[config.mk]
export PLATFORM = sky130hd
export DESIGN_NAME = ordered_list_engine_top
export DESIGN_NICKNAME = d
export VERILOG_FILES = /design/src/rtl/ole_pkg.sv /design/src/rtl/ole_ram.sv /design/src/rtl/ole_datapath.sv /design/src/rtl/ole_ctrl.sv /design/src/rtl/ordered_list_engine_top.sv
export SDC_FILE = /design/constraint.sdc
export NUM_CORES = 2
export LEC_CHECK = 0
export BUFFER_PORTS_ARGS = -buffer_cell sky130_fd_sc_hd__buf_4
export CAP_MARGIN = 20
export CORE_MARGIN = 3
export CORE_UTILIZATION = 35
export CTS_BUF_LIST = sky130_fd_sc_hd__clkbuf_16
export CTS_CLUSTER_SIZE = 24
export DETAILED_ROUTE_END_ITERATION = 16
export SLEW_MARGIN = 25
export SYNTH_ARGS = -nofsm -noshare
export SYNTH_HDL_FRONTEND = slang
export SYNTH_SLANG_ARGS = --single-unit
[constraint.sdc]
create_clock -name i_clk -period 9.41 [get_ports i_clk]
set_input_delay 0.4705 -clock i_clk [delete_from_list [all_inputs] [get_ports i_clk]]
set_output_delay 0.4705 -clock i_clk [all_outputs]
set_load 0.01 [all_outputs]
[src/rtl/ole_pkg.sv]
// ----------------------------------------------------------------------------
// ole_pkg
// Shared types, sizes and command codes of the ordered list engine.
// ----------------------------------------------------------------------------
`default_nettype none

package ole_pkg;

    localparam int CAPACITY    = 64;
    localparam int HANDLE_BITS = 16;
    localparam int KEY_BITS    = 32;
    localparam int POS_BITS    = 7;
    localparam int ST_BITS     = 3;
    localparam int ADDR_W      = $clog2(CAPACITY);
    localparam int CNT_W       = $clog2(CAPACITY + 1);
    localparam int ENTRY_W     = HANDLE_BITS + KEY_BITS;

    typedef enum logic [3:0] {
        K_INS_FRONT = 4'd0,
        K_INS_BACK  = 4'd1,
        K_INS_AT    = 4'd2,
        K_RM_FRONT  = 4'd3,
        K_RM_BACK   = 4'd4,
        K_RM_AT     = 4'd5,
        K_RM_HANDLE = 4'd6,
        K_FIND      = 4'd7,
        K_GET       = 4'd8,
        K_CLEAR     = 4'd9,
        K_SORT_UP   = 4'd10,
        K_SORT_DOWN = 4'd11
    } t_kind;

    typedef enum logic [ST_BITS-1:0] {
        ST_OK        = 3'd0,
        ST_BAD_POS   = 3'd1,
        ST_EMPTY     = 3'd2,
        ST_NOT_FOUND = 3'd3,
        ST_FULL      = 3'd4
    } t_status;

    typedef enum logic [4:0] {
        S_IDLE,
        S_DECODE,
        S_SH_CHK,
        S_SH_WR,
        S_RM_RD,
        S_RM_CAP,
        S_CL_CHK,
        S_CL_WR,
        S_FD_CHK,
        S_FD_CMP,
        S_SO_CHK,
        S_SO_TMP,
        S_SO_JCHK,
        S_SO_CMP,
        S_DONE
    } t_state;

    typedef enum logic [2:0] {
        RD_NONE, RD_I, RD_IM1, RD_IP1, RD_JM1
    } t_rd_sel;

    typedef enum logic [2:0] {
        WR_NONE, WR_I_RDATA, WR_I_INPUT, WR_J_RDATA, WR_J_TEMP
    } t_wr_sel;

    typedef enum logic [2:0] {
        I_HOLD, I_SET_AT, I_SET_COUNT, I_ZERO, I_ONE, I_INC, I_DEC
    } t_i_op;

    typedef enum logic [1:0] {
        J_HOLD, J_SET_I, J_DEC
    } t_j_op;

    typedef enum logic [1:0] {
        CNT_HOLD, CNT_INC, CNT_DEC, CNT_ZERO
    } t_cnt_op;

    typedef struct packed {
        logic    load;
        t_rd_sel rd_sel;
        t_wr_sel wr_sel;
        t_i_op   i_op;
        t_j_op   j_op;
        t_cnt_op cnt_op;
        logic    tmp_load;
        logic    capture;
        logic    set_st;
        t_status st;
        logic    finish;
    } t_cmd;

    typedef struct packed {
        t_kind kind;
        logic  pos_ins_ok;
        logic  pos_ok;
        logic  full;
        logic  empty;
        logic  i_eq_at;
        logic  i_last;
        logic  i_ge_cnt;
        logic  j_zero;
        logic  match;
        logic  move;
        logic  out_free;
    } t_flags;

endpackage

`default_nettype wire

[src/rtl/ole_ram.sv]
// ----------------------------------------------------------------------------
// ole_ram
// Generic single-write, single-read RAM with registered read data.
// ----------------------------------------------------------------------------
`default_nettype none

module ole_ram #(
    parameter int WIDTH = 8,
    parameter int DEPTH = 16
) (
    input  wire logic                     i_clk,
    input  wire logic                     i_we,
    input  wire logic [$clog2(DEPTH)-1:0] i_waddr,
    input  wire logic [WIDTH-1:0]         i_wdata,
    input  wire logic [$clog2(DEPTH)-1:0] i_raddr,
    output logic      [WIDTH-1:0]         o_rdata
);

    logic [WIDTH-1:0] r_mem [DEPTH];

    always_ff @(posedge i_clk) begin
        if (i_we) begin
            r_mem[i_waddr] <= i_wdata;
        end
        o_rdata <= r_mem[i_raddr];
    end

endmodule

`default_nettype wire

[src/rtl/ole_datapath.sv]
// ----------------------------------------------------------------------------
// ole_datapath
// Entry store, index counters, operand and result registers of the list.
// ----------------------------------------------------------------------------
`default_nettype none

module ole_datapath (
    input  wire logic                            i_clk,
    input  wire logic                            i_rst_n,
    input  wire logic [3:0]                      i_kind,
    input  wire logic [ole_pkg::HANDLE_BITS-1:0] i_item_handle,
    input  wire logic [ole_pkg::KEY_BITS-1:0]    i_item_key,
    input  wire logic [ole_pkg::POS_BITS-1:0]    i_position,
    input  wire ole_pkg::t_cmd                   i_cmd,
    output ole_pkg::t_flags                      o_flags,
    output logic                                 o_valid,
    input  wire logic                            i_stall,
    output logic [ole_pkg::ST_BITS-1:0]          o_status,
    output logic [ole_pkg::HANDLE_BITS-1:0]      o_handle_out,
    output logic [ole_pkg::KEY_BITS-1:0]         o_key_out,
    output logic [ole_pkg::POS_BITS-1:0]         o_found_position,
    output logic [ole_pkg::POS_BITS-1:0]         o_entry_count,
    output logic                                 o_is_empty
);

    localparam int CW = ole_pkg::CNT_W;
    localparam int HB = ole_pkg::HANDLE_BITS;
    localparam int KB = ole_pkg::KEY_BITS;

    logic [3:0]                    r_kind;
    logic [HB-1:0]                 r_hin;
    logic [KB-1:0]                 r_kin;
    logic [CW-1:0]                 r_pos;
    logic [CW-1:0]                 r_count;
    logic [CW-1:0]                 r_i;
    logic [CW-1:0]                 r_j;
    logic [CW-1:0]                 r_at;
    logic [HB-1:0]                 r_th;
    logic [KB-1:0]                 r_tk;
    logic [HB-1:0]                 r_hout;
    logic [KB-1:0]                 r_kout;
    logic [CW-1:0]                 r_fpos;
    ole_pkg::t_status              r_st;
    logic                          r_out_valid;

    logic [CW-1:0]                 n_at;
    logic [CW-1:0]                 w_raddr;
    logic [CW-1:0]                 w_waddr;
    logic                          w_we;
    logic [ole_pkg::ENTRY_W-1:0]   w_wdata;
    logic [ole_pkg::ENTRY_W-1:0]   w_rdata;
    logic [HB-1:0]                 w_rh;
    logic [KB-1:0]                 w_rk;
    logic [CW-1:0]                 w_pos_in;

    assign w_rh     = w_rdata[ole_pkg::ENTRY_W-1:KB];
    assign w_rk     = w_rdata[KB-1:0];
    assign w_pos_in = CW'(i_position);

    // insert, remove and get point from the incoming kind, position and the present count
    always_comb begin
        case (i_kind)
            ole_pkg::K_INS_BACK: n_at = r_count;
            ole_pkg::K_RM_BACK:  n_at = r_count - CW'(1);
            ole_pkg::K_INS_AT, ole_pkg::K_RM_AT, ole_pkg::K_GET: n_at = w_pos_in - CW'(1);
            default:             n_at = '0;
        endcase
    end

    always_comb begin
        case (i_cmd.rd_sel)
            ole_pkg::RD_IM1: w_raddr = r_i - CW'(1);
            ole_pkg::RD_IP1: w_raddr = r_i + CW'(1);
            ole_pkg::RD_JM1: w_raddr = r_j - CW'(1);
            default:         w_raddr = r_i;
        endcase
    end

    always_comb begin
        w_we = 1'b1;
        case (i_cmd.wr_sel)
            ole_pkg::WR_I_RDATA: begin
                w_waddr = r_i;
                w_wdata = w_rdata;
            end
            ole_pkg::WR_I_INPUT: begin
                w_waddr = r_i;
                w_wdata = {r_hin, r_kin};
            end
            ole_pkg::WR_J_RDATA: begin
                w_waddr = r_j;
                w_wdata = w_rdata;
            end
            ole_pkg::WR_J_TEMP: begin
                w_waddr = r_j;
                w_wdata = {r_th, r_tk};
            end
            default: begin
                w_we    = 1'b0;
                w_waddr = r_i;
                w_wdata = w_rdata;
            end
        endcase
    end

    ole_ram #(
        .WIDTH (ole_pkg::ENTRY_W),
        .DEPTH (ole_pkg::CAPACITY)
    ) u_store (
        .i_clk   (i_clk),
        .i_we    (w_we),
        .i_waddr (w_waddr[ole_pkg::ADDR_W-1:0]),
        .i_wdata (w_wdata),
        .i_raddr (w_raddr[ole_pkg::ADDR_W-1:0]),
        .o_rdata (w_rdata)
    );

    always_comb begin
        o_flags.kind       = ole_pkg::t_kind'(r_kind);
        o_flags.pos_ins_ok = (r_pos != '0) && (r_pos <= r_count + CW'(1));
        o_flags.pos_ok     = (r_pos != '0) && (r_pos <= r_count);
        o_flags.full       = (r_count >= CW'(ole_pkg::CAPACITY));
        o_flags.empty      = (r_count == '0);
        o_flags.i_eq_at    = (r_i == r_at);
        o_flags.i_last     = (r_i + CW'(1) >= r_count);
        o_flags.i_ge_cnt   = (r_i >= r_count);
        o_flags.j_zero     = (r_j == '0);
        o_flags.match      = (w_rh == r_hin);
        o_flags.move       = (r_kind == ole_pkg::K_SORT_DOWN) ? (w_rk < r_tk) : (w_rk > r_tk);
        o_flags.out_free   = !r_out_valid || !i_stall;
    end

    always_ff @(posedge i_clk) begin
        if (i_cmd.load) begin
            r_kind <= i_kind;
            r_hin  <= i_item_handle;
            r_kin  <= i_item_key;
            r_pos  <= w_pos_in;
            r_at   <= n_at;
            r_hout <= '0;
            r_kout <= '0;
            r_fpos <= '0;
            r_st   <= ole_pkg::ST_OK;
        end
        if (i_cmd.set_st) begin
            r_st <= i_cmd.st;
        end
        if (i_cmd.capture) begin
            r_hout <= w_rh;
            r_kout <= w_rk;
            r_fpos <= r_i + CW'(1);
        end
        if (i_cmd.tmp_load) begin
            r_th <= w_rh;
            r_tk <= w_rk;
        end
        case (i_cmd.i_op)
            ole_pkg::I_SET_AT:    r_i <= r_at;
            ole_pkg::I_SET_COUNT: r_i <= r_count;
            ole_pkg::I_ZERO:      r_i <= '0;
            ole_pkg::I_ONE:       r_i <= CW'(1);
            ole_pkg::I_INC:       r_i <= r_i + CW'(1);
            ole_pkg::I_DEC:       r_i <= r_i - CW'(1);
            default:              r_i <= r_i;
        endcase
        case (i_cmd.j_op)
            ole_pkg::J_SET_I: r_j <= r_i;
            ole_pkg::J_DEC:   r_j <= r_j - CW'(1);
            default:          r_j <= r_j;
        endcase
        if (i_cmd.finish) begin
            o_status         <= r_st;
            o_handle_out     <= r_hout;
            o_key_out        <= r_kout;
            o_found_position <= ole_pkg::POS_BITS'(r_fpos);
            o_entry_count    <= ole_pkg::POS_BITS'(r_count);
            o_is_empty       <= (r_count == '0);
        end
    end

    always_ff @(posedge i_clk) begin
        if (!i_rst_n) begin
            r_count     <= '0;
            r_out_valid <= 1'b0;
        end else begin
            case (i_cmd.cnt_op)
                ole_pkg::CNT_INC:  r_count <= r_count + CW'(1);
                ole_pkg::CNT_DEC:  r_count <= r_count - CW'(1);
                ole_pkg::CNT_ZERO: r_count <= '0;
                default:           r_count <= r_count;
            endcase
            if (i_cmd.finish) begin
                r_out_valid <= 1'b1;
            end else if (r_out_valid && !i_stall) begin
                r_out_valid <= 1'b0;
            end
        end
    end

    assign o_valid = r_out_valid;

endmodule

`default_nettype wire

[src/rtl/ole_ctrl.sv]
// ----------------------------------------------------------------------------
// ole_ctrl
// Sequencer that steps the datapath through shifts, scans and the sort.
// ----------------------------------------------------------------------------
`default_nettype none

module ole_ctrl (
    input  wire logic            i_clk,
    input  wire logic            i_rst_n,
    input  wire logic            i_valid,
    output logic                 o_stall,
    input  wire ole_pkg::t_flags i_flags,
    output ole_pkg::t_cmd        o_cmd
);

    ole_pkg::t_state r_state;
    ole_pkg::t_state n_state;

    assign o_stall = (r_state != ole_pkg::S_IDLE);

    always_ff @(posedge i_clk) begin
        if (!i_rst_n) begin
            r_state <= ole_pkg::S_IDLE;
        end else begin
            r_state <= n_state;
        end
    end

    always_comb begin
        n_state = r_state;
        unique case (r_state)
            ole_pkg::S_IDLE: begin
                if (i_valid) n_state = ole_pkg::S_DECODE;
            end
            ole_pkg::S_DECODE: begin
                case (i_flags.kind)
                    ole_pkg::K_INS_FRONT, ole_pkg::K_INS_BACK, ole_pkg::K_INS_AT: begin
                        if ((i_flags.kind == ole_pkg::K_INS_AT && !i_flags.pos_ins_ok)
                            || i_flags.full) begin
                            n_state = ole_pkg::S_DONE;
                        end else begin
                            n_state = ole_pkg::S_SH_CHK;
                        end
                    end
                    ole_pkg::K_RM_FRONT, ole_pkg::K_RM_BACK:
                        n_state = i_flags.empty ? ole_pkg::S_DONE : ole_pkg::S_RM_RD;
                    ole_pkg::K_RM_AT, ole_pkg::K_GET:
                        n_state = i_flags.pos_ok ? ole_pkg::S_RM_RD : ole_pkg::S_DONE;
                    ole_pkg::K_RM_HANDLE:
                        n_state = i_flags.empty ? ole_pkg::S_DONE : ole_pkg::S_FD_CHK;
                    ole_pkg::K_FIND:
                        n_state = ole_pkg::S_FD_CHK;
                    ole_pkg::K_SORT_UP, ole_pkg::K_SORT_DOWN:
                        n_state = ole_pkg::S_SO_CHK;
                    default:
                        n_state = ole_pkg::S_DONE;
                endcase
            end
            ole_pkg::S_SH_CHK:  n_state = i_flags.i_eq_at ? ole_pkg::S_DONE : ole_pkg::S_SH_WR;
            ole_pkg::S_SH_WR:   n_state = ole_pkg::S_SH_CHK;
            ole_pkg::S_RM_RD:   n_state = ole_pkg::S_RM_CAP;
            ole_pkg::S_RM_CAP: begin
                n_state = (i_flags.kind == ole_pkg::K_GET) ? ole_pkg::S_DONE
                                                            : ole_pkg::S_CL_CHK;
            end
            ole_pkg::S_CL_CHK:  n_state = i_flags.i_last ? ole_pkg::S_DONE : ole_pkg::S_CL_WR;
            ole_pkg::S_CL_WR:   n_state = ole_pkg::S_CL_CHK;
            ole_pkg::S_FD_CHK:  n_state = i_flags.i_ge_cnt ? ole_pkg::S_DONE : ole_pkg::S_FD_CMP;
            ole_pkg::S_FD_CMP: begin
                if (!i_flags.match) begin
                    n_state = ole_pkg::S_FD_CHK;
                end else if (i_flags.kind == ole_pkg::K_RM_HANDLE) begin
                    n_state = ole_pkg::S_CL_CHK;
                end else begin
                    n_state = ole_pkg::S_DONE;
                end
            end
            ole_pkg::S_SO_CHK:  n_state = i_flags.i_ge_cnt ? ole_pkg::S_DONE : ole_pkg::S_SO_TMP;
            ole_pkg::S_SO_TMP:  n_state = ole_pkg::S_SO_JCHK;
            ole_pkg::S_SO_JCHK: n_state = i_flags.j_zero ? ole_pkg::S_SO_CHK : ole_pkg::S_SO_CMP;
            ole_pkg::S_SO_CMP:  n_state = i_flags.move ? ole_pkg::S_SO_JCHK : ole_pkg::S_SO_CHK;
            ole_pkg::S_DONE:    if (i_flags.out_free) n_state = ole_pkg::S_IDLE;
            default:            n_state = ole_pkg::S_IDLE;
        endcase
    end

    always_comb begin
        o_cmd = '{load: 1'b0, rd_sel: ole_pkg::RD_NONE, wr_sel: ole_pkg::WR_NONE,
                  i_op: ole_pkg::I_HOLD, j_op: ole_pkg::J_HOLD, cnt_op: ole_pkg::CNT_HOLD,
                  tmp_load: 1'b0, capture: 1'b0, set_st: 1'b0, st: ole_pkg::ST_OK,
                  finish: 1'b0};
        unique case (r_state)
            ole_pkg::S_IDLE: o_cmd.load = i_valid;
            ole_pkg::S_DECODE: begin
                case (i_flags.kind)
                    ole_pkg::K_INS_FRONT, ole_pkg::K_INS_BACK, ole_pkg::K_INS_AT: begin
                        if (i_flags.kind == ole_pkg::K_INS_AT && !i_flags.pos_ins_ok) begin
                            o_cmd.set_st = 1'b1;
                            o_cmd.st     = ole_pkg::ST_BAD_POS;
                        end else if (i_flags.full) begin
                            o_cmd.set_st = 1'b1;
                            o_cmd.st     = ole_pkg::ST_FULL;
                        end else begin
                            o_cmd.i_op = ole_pkg::I_SET_COUNT;
                        end
                    end
                    ole_pkg::K_RM_FRONT, ole_pkg::K_RM_BACK: begin
                        if (i_flags.empty) begin
                            o_cmd.set_st = 1'b1;
                            o_cmd.st     = ole_pkg::ST_EMPTY;
                        end else begin
                            o_cmd.i_op = ole_pkg::I_SET_AT;
                        end
                    end
                    ole_pkg::K_RM_AT, ole_pkg::K_GET: begin
                        if (i_flags.pos_ok) begin
                            o_cmd.i_op = ole_pkg::I_SET_AT;
                        end else begin
                            o_cmd.set_st = 1'b1;
                            o_cmd.st     = ole_pkg::ST_BAD_POS;
                        end
                    end
                    ole_pkg::K_RM_HANDLE, ole_pkg::K_FIND: begin
                        if (i_flags.kind == ole_pkg::K_RM_HANDLE && i_flags.empty) begin
                            o_cmd.set_st = 1'b1;
                            o_cmd.st     = ole_pkg::ST_EMPTY;
                        end else begin
                            o_cmd.i_op = ole_pkg::I_ZERO;
                        end
                    end
                    ole_pkg::K_CLEAR:                         o_cmd.cnt_op = ole_pkg::CNT_ZERO;
                    ole_pkg::K_SORT_UP, ole_pkg::K_SORT_DOWN: o_cmd.i_op   = ole_pkg::I_ONE;
                    default: ;
                endcase
            end
            // shift entries up one place, top down, then drop the new one in
            ole_pkg::S_SH_CHK: begin
                if (i_flags.i_eq_at) begin
                    o_cmd.wr_sel = ole_pkg::WR_I_INPUT;
                    o_cmd.cnt_op = ole_pkg::CNT_INC;
                end else begin
                    o_cmd.rd_sel = ole_pkg::RD_IM1;
                end
            end
            ole_pkg::S_SH_WR: begin
                o_cmd.wr_sel = ole_pkg::WR_I_RDATA;
                o_cmd.i_op   = ole_pkg::I_DEC;
            end
            ole_pkg::S_RM_RD:  o_cmd.rd_sel  = ole_pkg::RD_I;
            ole_pkg::S_RM_CAP: o_cmd.capture = 1'b1;
            // close the gap bottom up
            ole_pkg::S_CL_CHK: begin
                if (i_flags.i_last) begin
                    o_cmd.cnt_op = ole_pkg::CNT_DEC;
                end else begin
                    o_cmd.rd_sel = ole_pkg::RD_IP1;
                end
            end
            ole_pkg::S_CL_WR: begin
                o_cmd.wr_sel = ole_pkg::WR_I_RDATA;
                o_cmd.i_op   = ole_pkg::I_INC;
            end
            ole_pkg::S_FD_CHK: begin
                if (i_flags.i_ge_cnt) begin
                    o_cmd.set_st = 1'b1;
                    o_cmd.st     = ole_pkg::ST_NOT_FOUND;
                end else begin
                    o_cmd.rd_sel = ole_pkg::RD_I;
                end
            end
            ole_pkg::S_FD_CMP: begin
                if (i_flags.match) begin
                    o_cmd.capture = 1'b1;
                end else begin
                    o_cmd.i_op = ole_pkg::I_INC;
                end
            end
            // insertion sort: hold entry i, slide larger keys (smaller ones for sort down) up behind it
            ole_pkg::S_SO_CHK: o_cmd.rd_sel = ole_pkg::RD_I;
            ole_pkg::S_SO_TMP: begin
                o_cmd.tmp_load = 1'b1;
                o_cmd.j_op     = ole_pkg::J_SET_I;
            end
            ole_pkg::S_SO_JCHK: begin
                if (i_flags.j_zero) begin
                    o_cmd.wr_sel = ole_pkg::WR_J_TEMP;
                    o_cmd.i_op   = ole_pkg::I_INC;
                end else begin
                    o_cmd.rd_sel = ole_pkg::RD_JM1;
                end
            end
            ole_pkg::S_SO_CMP: begin
                if (i_flags.move) begin
                    o_cmd.wr_sel = ole_pkg::WR_J_RDATA;
                    o_cmd.j_op   = ole_pkg::J_DEC;
                end else begin
                    o_cmd.wr_sel = ole_pkg::WR_J_TEMP;
                    o_cmd.i_op   = ole_pkg::I_INC;
                end
            end
            ole_pkg::S_DONE: o_cmd.finish = i_flags.out_free;
            default: ;
        endcase
    end

endmodule

`default_nettype wire

[src/rtl/ordered_list_engine_top.sv]
// ----------------------------------------------------------------------------
// ordered_list_engine_top
// Ordered list of handle and key entries held in one RAM, driven by a sequencer.
// ----------------------------------------------------------------------------
// flow: an item is accepted in idle, decoded, and its result registered on leaving done
//   once the output is free; removes and get read the entry first, and shifts and scans
//   walk the entries, each step a RAM read, then a write or compare, as the read is registered
// throughput: one item at a time, next beat taken the cycle after the result is
//   registered; sort is insertion sort
// reset: synchronous active low, clears count, sequencer and output valid; RAM not cleared
`default_nettype none

module ordered_list_engine_top (
    input  wire logic                            i_clk,
    input  wire logic                            i_rst_n,
    input  wire logic                            i_valid,
    output logic                                 o_stall,
    input  wire logic [3:0]                      i_kind,
    input  wire logic [ole_pkg::HANDLE_BITS-1:0] i_item_handle,
    input  wire logic [ole_pkg::KEY_BITS-1:0]    i_item_key,
    input  wire logic [ole_pkg::POS_BITS-1:0]    i_position,
    output logic                                 o_valid,
    input  wire logic                            i_stall,
    output logic [ole_pkg::ST_BITS-1:0]          o_status,
    output logic [ole_pkg::HANDLE_BITS-1:0]      o_handle_out,
    output logic [ole_pkg::KEY_BITS-1:0]         o_key_out,
    output logic [ole_pkg::POS_BITS-1:0]         o_found_position,
    output logic [ole_pkg::POS_BITS-1:0]         o_entry_count,
    output logic                                 o_is_empty
);

    ole_pkg::t_cmd   w_cmd;
    ole_pkg::t_flags w_flags;

    ole_ctrl u_ctrl (
        .i_clk   (i_clk),
        .i_rst_n (i_rst_n),
        .i_valid (i_valid),
        .o_stall (o_stall),
        .i_flags (w_flags),
        .o_cmd   (w_cmd)
    );

    ole_datapath u_dp (
        .i_clk            (i_clk),
        .i_rst_n          (i_rst_n),
        .i_kind           (i_kind),
        .i_item_handle    (i_item_handle),
        .i_item_key       (i_item_key),
        .i_position       (i_position),
        .i_cmd            (w_cmd),
        .o_flags          (w_flags),
        .o_valid          (o_valid),
        .i_stall          (i_stall),
        .o_status         (o_status),
        .o_handle_out     (o_handle_out),
        .o_key_out        (o_key_out),
        .o_found_position (o_found_position),
        .o_entry_count    (o_entry_count),
        .o_is_empty       (o_is_empty)
    );

endmodule

`default_nettype wire
Word level (Yosys, flattened, before mapping)
Memory sizes are Yosys's and may differ from the RTL's. A register that Yosys moved wholly into a read port is not among the register bits.
Cells that the tools add are included.

cells by class
  $add $sub $neg = 6
  multipliers = 0
  divide/modulo/power cells = 0
  order comparisons = 7
  eq/ne operators = 52
  shifts and indexed selects = 0
  muxes and demuxes = 75
  bitwise logic cells = 0
  reduce and logical (&&, ||, !) cells = 33

operators with widths
  cell                                               number
  case mux 48 bit (2 select lines)                   1
  case mux 5 bit (15 select lines)                   1
  two-way mux 32 bit                                 2
  two-way mux 4 bit                                  13
  case mux 7 bit (3 select lines)                    2
  case mux 7 bit (6 select lines)                    1
  two-way mux 3 bit                                  12
  == test 5 x 4 -> 1 bit (second input constant)     7
  > comparator 32 bit                                1
  < comparator 32 bit                                1
  two-way mux 16 bit                                 2
  case mux 3 bit (5 select lines)                    2
  case mux 5 bit (6 select lines)                    1
  subtractor 7 x 1 -> 7 bit (second input constant)  4
  == test 4 x 3 -> 1 bit (second input constant)     6
  == test 4 bit (second input constant)              5
  == test 5 x 3 -> 1 bit (second input constant)     4
  == test 3 x 2 -> 1 bit (second input constant)     6
  case mux 3 bit (6 select lines)                    1
  case mux 6 bit (3 select lines)                    1
  == test 16 bit                                     1
  two-way mux 2 bit                                  8
  case mux 4 bit (4 select lines)                    1
  == test 3 bit (second input constant)              5
  other kinds (39)                                   85

storage, ports and cells
  bits in registers = 265
  bits in latches = 0
  RAM bits = 3,072
  memory bits (read-only) = 0
  bits of input ports = 63
  output and inout port bits = 68
  word-level logic and storage cells = 196
  memories = 1

memories
  name                depth  bits a word  read ports  clocked after memory_dff  wr ports  RTL line       source
  u_dp.u_store.r_mem  64     48           1           1                         1         ole_ram.sv:19  logic [WIDTH-1:0] r_mem [DEPTH];

Logic depth before layout (Yosys ltp)
  depth in word-level cells = 10
  mapped depth = 18
  gate-level depth less buffers = 15

By module
From an unflattened synthesis, not the netlist that was laid out.

second synthesis, totals
  cell total of the unflattened synthesis = 6,119
  area, all modules = 130,380.0 um^2

by module, submodules not included
  module        instances  cells each  area each (um^2)  seq. area each (um^2)
  ole_ram       1          4,970       117,139.8         93,209.4
  ole_datapath  1          1,007       12,350.6          7,727.4
  ole_ctrl      1          142         889.6             80.1

Worst setup path before layout
No wires, ideal clock.

  path kind = reg-to-reg
  start = reg u_dp.r_hin[11]
  end = reg u_dp.r_fpos[0], enable pin
  setup time = 544 ps
  arrival = 5,215 ps
  required time = 8,866 ps
  setup slack = 3,651 ps
  stages on the path, launching flop included = 6
  cell sequence = edfxtp_1 xnor2_1 nand4_1 nor4_1 a21oi_1 o21ai_0

on the way
  word-level cells in the longest chain between the ends = 4

RTL lines
  element                              RTL line             source
  start, declared                      ole_datapath.sv:31   logic [HB-1:0] r_hin;
  start signal, assigned               ole_datapath.sv:136  r_hin <= i_item_handle;
  == test 16 bit                       ole_datapath.sv:128  o_flags.match = (w_rh == r_hin);
  two-way mux 1 bit                    ole_ctrl.sv:172      if (i_flags.match) begin
  case mux 1 bit (2 select lines)      ole_ctrl.sv:92       unique case (r_state)
  nonzero test 2 bit (no source line)  -
  end signal, assigned                 ole_datapath.sv:151  r_fpos <= r_i + CW'(1);
  end, declared                        ole_datapath.sv:42   logic [CW-1:0] r_fpos;

No other way between the ends.
A chain may end at the register's enable or synchronous reset.

Final worst setup path
  start = reg u_dp.r_i[0]
  end = reg u_dp.u_store.o_rdata[41], read port of u_dp.u_store.r_mem

on the way
  word-level cells in the longest chain between the ends = 6
  elaborated cells between the ends (all ways) = 13
  those cells by class = add/sub: 2; order compare: 2; eq/ne: 4; mux: 5

RTL lines
  element                                                  RTL line             source
  start, declared                                          ole_datapath.sv:35   logic [CW-1:0] r_i;
  start signal, assigned                                   ole_datapath.sv:158  ole_pkg::I_SET_AT: r_i <= r_at;
  start signal, assigned                                   ole_datapath.sv:159  ole_pkg::I_SET_COUNT: r_i <= r_count;
  start signal, assigned                                   ole_datapath.sv:162  ole_pkg::I_INC: r_i <= r_i + CW'(1);
  adder 7 x 1 -> 7 bit                                     ole_datapath.sv:73   ole_pkg::RD_IP1: w_raddr = r_i + CW'(1);
  greater-or-equal comparator 7 bit                        ole_datapath.sv:125  o_flags.i_last = (r_i + CW'(1) >= r_count);
  two-way mux 2 bit                                        ole_ctrl.sv:153      if (i_flags.i_last) begin
  case mux 3 bit (5 select lines)                          ole_ctrl.sv:92
  == test 3 bit or == test 3 x 2 -> 1 bit (tied branches)  ole_datapath.sv:71   case (i_cmd.rd_sel)
  case mux 6 bit (3 select lines) (*)                      ole_datapath.sv:71
  end, declared                                            ole_ram.sv:16        output logic [WIDTH-1:0] o_rdata

Every way passes the cells marked *; elsewhere a longest branch is shown, timed or not.

==> summary.md <==
| Metric | Value |
|---|---|
| XOR/XNOR share of the synthesized area | 0.00352 |
| Routability Congestion | 0.866 |
| CTS Sinks | 3384 |
| Sw Pwr | 14.3 mW |
| Total die area | 377000 µm² |
| CP max stage cell | buf_4 |
| Setup ws final | 3.05 ns |
| DR vias | 67200 |
| Main area contributors after synthesis | edfxtp_1 77%, mux4_2 13%, a22oi_1 2.2% |
| CP Depth | 17 |
| Total power | 46.3 mW |
| Vias per cell | 5.85 |
| Max Buffers Root-to-Sink | 4 |
| Multiplexer share of the synthesized area | 0.134 |
| Clock skew | 0.0686 ns |
| Compound-gate portion of the synthesized area | 0.0453 |
| Status | finished with violations |
| Initial Utilization | 0.353 |
| Largest family of logic cells by synthesized area | multiplexers |
| Critical path fanouts, max | 35 |
| Sequential share of power | 0.424 |
| CORE AREA | 367000 µm² |
| Syn Nets | 6072 |
| Adder and majority cell fraction of the synthesized area | 0.00668 |
| Distinct cells, synth | 72 |
| Crit end category | register |
| Mapped Avg Cell Area | 21.8 µm² |
| # DRC | 0 |
| Overflow left after global routing | 0 |
| Proportion of layout cells with a drive suffix above 1 | 0.256 |
| Max-slew violation count | 15 |
| Overall Global Routing Usage | 0.202 |
| Top cells by count, synth | 3324 x edfxtp_1, 768 x mux4_2, 386 x a22oi_1 |
| Largest net degree at the start of global routing | 157 |
| Synth Register Bits | 3384 |
| Fmax | 0.157 GHz |
| Min Clock Period, post-route | 6.36 ns |
| Synth async-reset ratio | 0 |
| First-pass GRT wire length | 535000 µm |
| Count leader, synth | edfxtp_1 |
| Yosys top cell area share | 0.772 |
| Rows | 222 |
| Slew @ Worst Pin | 1.51 ns |
| Maxcap violations | 0 |
| Worst path max stage delay | 0.71 ns |
| Cells on Worst Hold Path | 2 |
| Worst slack, placed | 3.14 ns |
| Worst R2R Path Depth | 17 |
| Wire per inst | 33.8 µm |
| Gate Count Post-Synth | 5940 |
| Reg clk slew, reported paths | 0.07 ns |
| Number of H-tree levels | 5 |
| CP Cell Sequence | ha_1 -> nand3_1 -> nor2_1 -> xnor2_1 -> inv_1 -> ha_1 -> a21oi_1 -> and3_1 -> o21ai_1 -> o2111a_1 -> nor3_2 -> buf_4 -> buf_4 -> mux4_2 -> a22oi_1 -> a21oi_1 -> or4_1 |
| Post-synth EDFFs | 3324 |
| Switching Share | 0.309 |
| CP Data Required Time | 10.12 ns |
| Combinational fraction of design power | 0.286 |
| Final worst path period share | 0.676 |
| IO Pins | 131 |
| WP buf/inv | 3 |
| Fin. Hold Viols | 0 |
| Clk network pwr share | 0.290 |
| Drt total wl | 388000 µm |
| Final setup fails | 0 |
| Mapped Area | 129000 µm² |
| Hpwl dp | 201000 µm |
| Final #Nets | 6519 |
| Family with the most delay on the worst path | simple AND/OR/NAND/NOR gates |
| TritonCTS buffer count | 335 |
| Crit path kind | register to register |
| Yosys Warn Count | 0 |
| Max VDD drop | 0.315 mV |
| Pwr/cell area | 310 nW/µm² |
| 1st-iter DRT viols | 9838 |
| Skew-Pair Late Insertion Delay | 0.91 ns |
| Drt first pass iters | 6 |
| Setup TNS Final | 0 ns |
| Power Internal | 32.0 mW |
| CP startpoint kind | register |
| Port Buffer Count | 130 |
| Sequential share of the synthesized area | 0.781 |
| CTS tree | done |
| Arr. time, crit path | 7.07 ns |
| Initial antenna violation count | 11 |
| Worst Hold Class | input port to register |
| Clk root buf | clkbuf_16 |
| Die height | 614 µm |
| Main synth FF type | edfxtp_1 |
| Max-slew headroom | -0.00393 |
| RSZ-0062 raised after global routing | no |
| Failing checks | max-slew violations |
| Die Width | 614 µm |
| Layout area overhead | 15.4% |
| Post-synth top area cell | edfxtp_1 |
| Post-Synth Simple-Gate Area | 0.0168 |
| Number of global-route vias before repair | 66800 |
| ANT nets after route | 0 |
| Leak | 47.1 nW |
[flip-flops by register name (all words and copies together), names as in the netlist, 7 cells and up]
name / count
u_dp.o_key_out: 32
u_dp.u_store.o_rdata: 48
u_dp.o_entry_count: 7
u_dp.r_hin: 16
u_dp.r_count: 7
u_dp.o_found_position: 7
u_dp.o_handle_out: 16
u_dp.r_tk: 32
u_dp.r_kin: 32
u_dp.r_at: 7
u_dp.u_store.r_mem: 3072
u_dp.r_kout: 32
u_dp.r_pos: 7
u_dp.r_i: 7
u_dp.r_hout: 16
u_dp.r_j: 7
u_dp.r_fpos: 7
u_dp.r_th: 16
[power groups by stage]
stage	clock [mW]	combinational (mW)	sequential (mW)
finish	13.4	13.2	19.6
global placement	0	13.0	19.9
floorplan	0	9.03	19.6
detailed placement	0	13.2	19.9
CTS	13.6	13.3	19.6
global route	14.2	14.1	19.6
[layout make-up]
type / instances / area [µm²]
antenna: 7 / 17.5
clock buffer: 344 / 8610
clock inverter: 256 / 2300
fill: 31700 / 217000
inverter: 65 / 246
multi-input combinational: 2168 / 27400
sequential: 3384 / 101000
tap: 4816 / 6030
timing repair buffer: 433 / 3680
[per-layer routing]
metal / track usage / wire length, µm / up-vias
li1: - / - / 26100
met1: 0.274 / 148000 / 36400
met2: 0.326 / 186000 / 3982
met3: 0.0367 / 38300 / 694
met4: 0.0758 / 16000 / 8
met5: 0 / 55 / -
[metrics by stage]
stage | util | cell area (µm²) | std cells | hold WS [ns]
floorplan | - | 129000 | 5940 | 0.400
detailed placement | 0.376 | 138000 | 10800 | 0.405
finish | 0.407 | 149000 | 11500 | 0.301
global route | 0.407 | 149000 | 11500 | 0.284
global placement | 0.375 | 138000 | 10800 | 0.404
CTS | 0.407 | 149000 | 11500 | 0.239
[placed cells by master (no fill, tap or decap), types with 42 or more instances in the layout]
cell           netlist  routed
buf_4                9     349
ha_1                69      69
dfxtp_1             60      60
mux4_2             768     768
nor2_1             125      58
or4_1               48      48
clkinv_1             0      69
dlygate4sd3_1        0      62
inv_1               65     129
a22oi_1            386     386
a22o_1              48      48
clkbuf_16            0     344
nor2_4               0      67
a21o_1              65      64
and2_1              55      55
nand2_1             70      66
bufinv_16            0      42
clkinv_2             0      54
a21oi_1            238     237
edfxtp_1          3324    3324
[cell families after synthesis]
kind of cell    count (synthesis)
simple gates                  421
buf+inv                       388
xor+xnor                       52
mux                           773
compound gates                853
flops                        3384
fa+ha+maj                      69
[path summary, 6_finish.rpt]
kind,start,endpoint,slack [ns]
setup / recovery,u_dp.r_i[0]$_DFFE_PP_,u_dp.u_store.o_rdata[41]$_DFF_P_,3.05
hold / removal,i_item_key[2],u_dp.r_kin[2]$_DFFE_PP_,0.30
setup reg to reg,u_dp.r_i[0]$_DFFE_PP_,u_dp.u_store.o_rdata[41]$_DFF_P_,3.05
hold reg to reg,u_dp.r_hout[8]$_SDFFCE_PN0P_,u_dp.o_handle_out[8]$_DFFE_PP_,0.40
[timing repair]
action	CTS	global route
resized for setup	0	0
buffers inserted	0	0
hold endpoints to repair	84	0
hold buffers	62	0
Power figures use the tool's default switching activity.
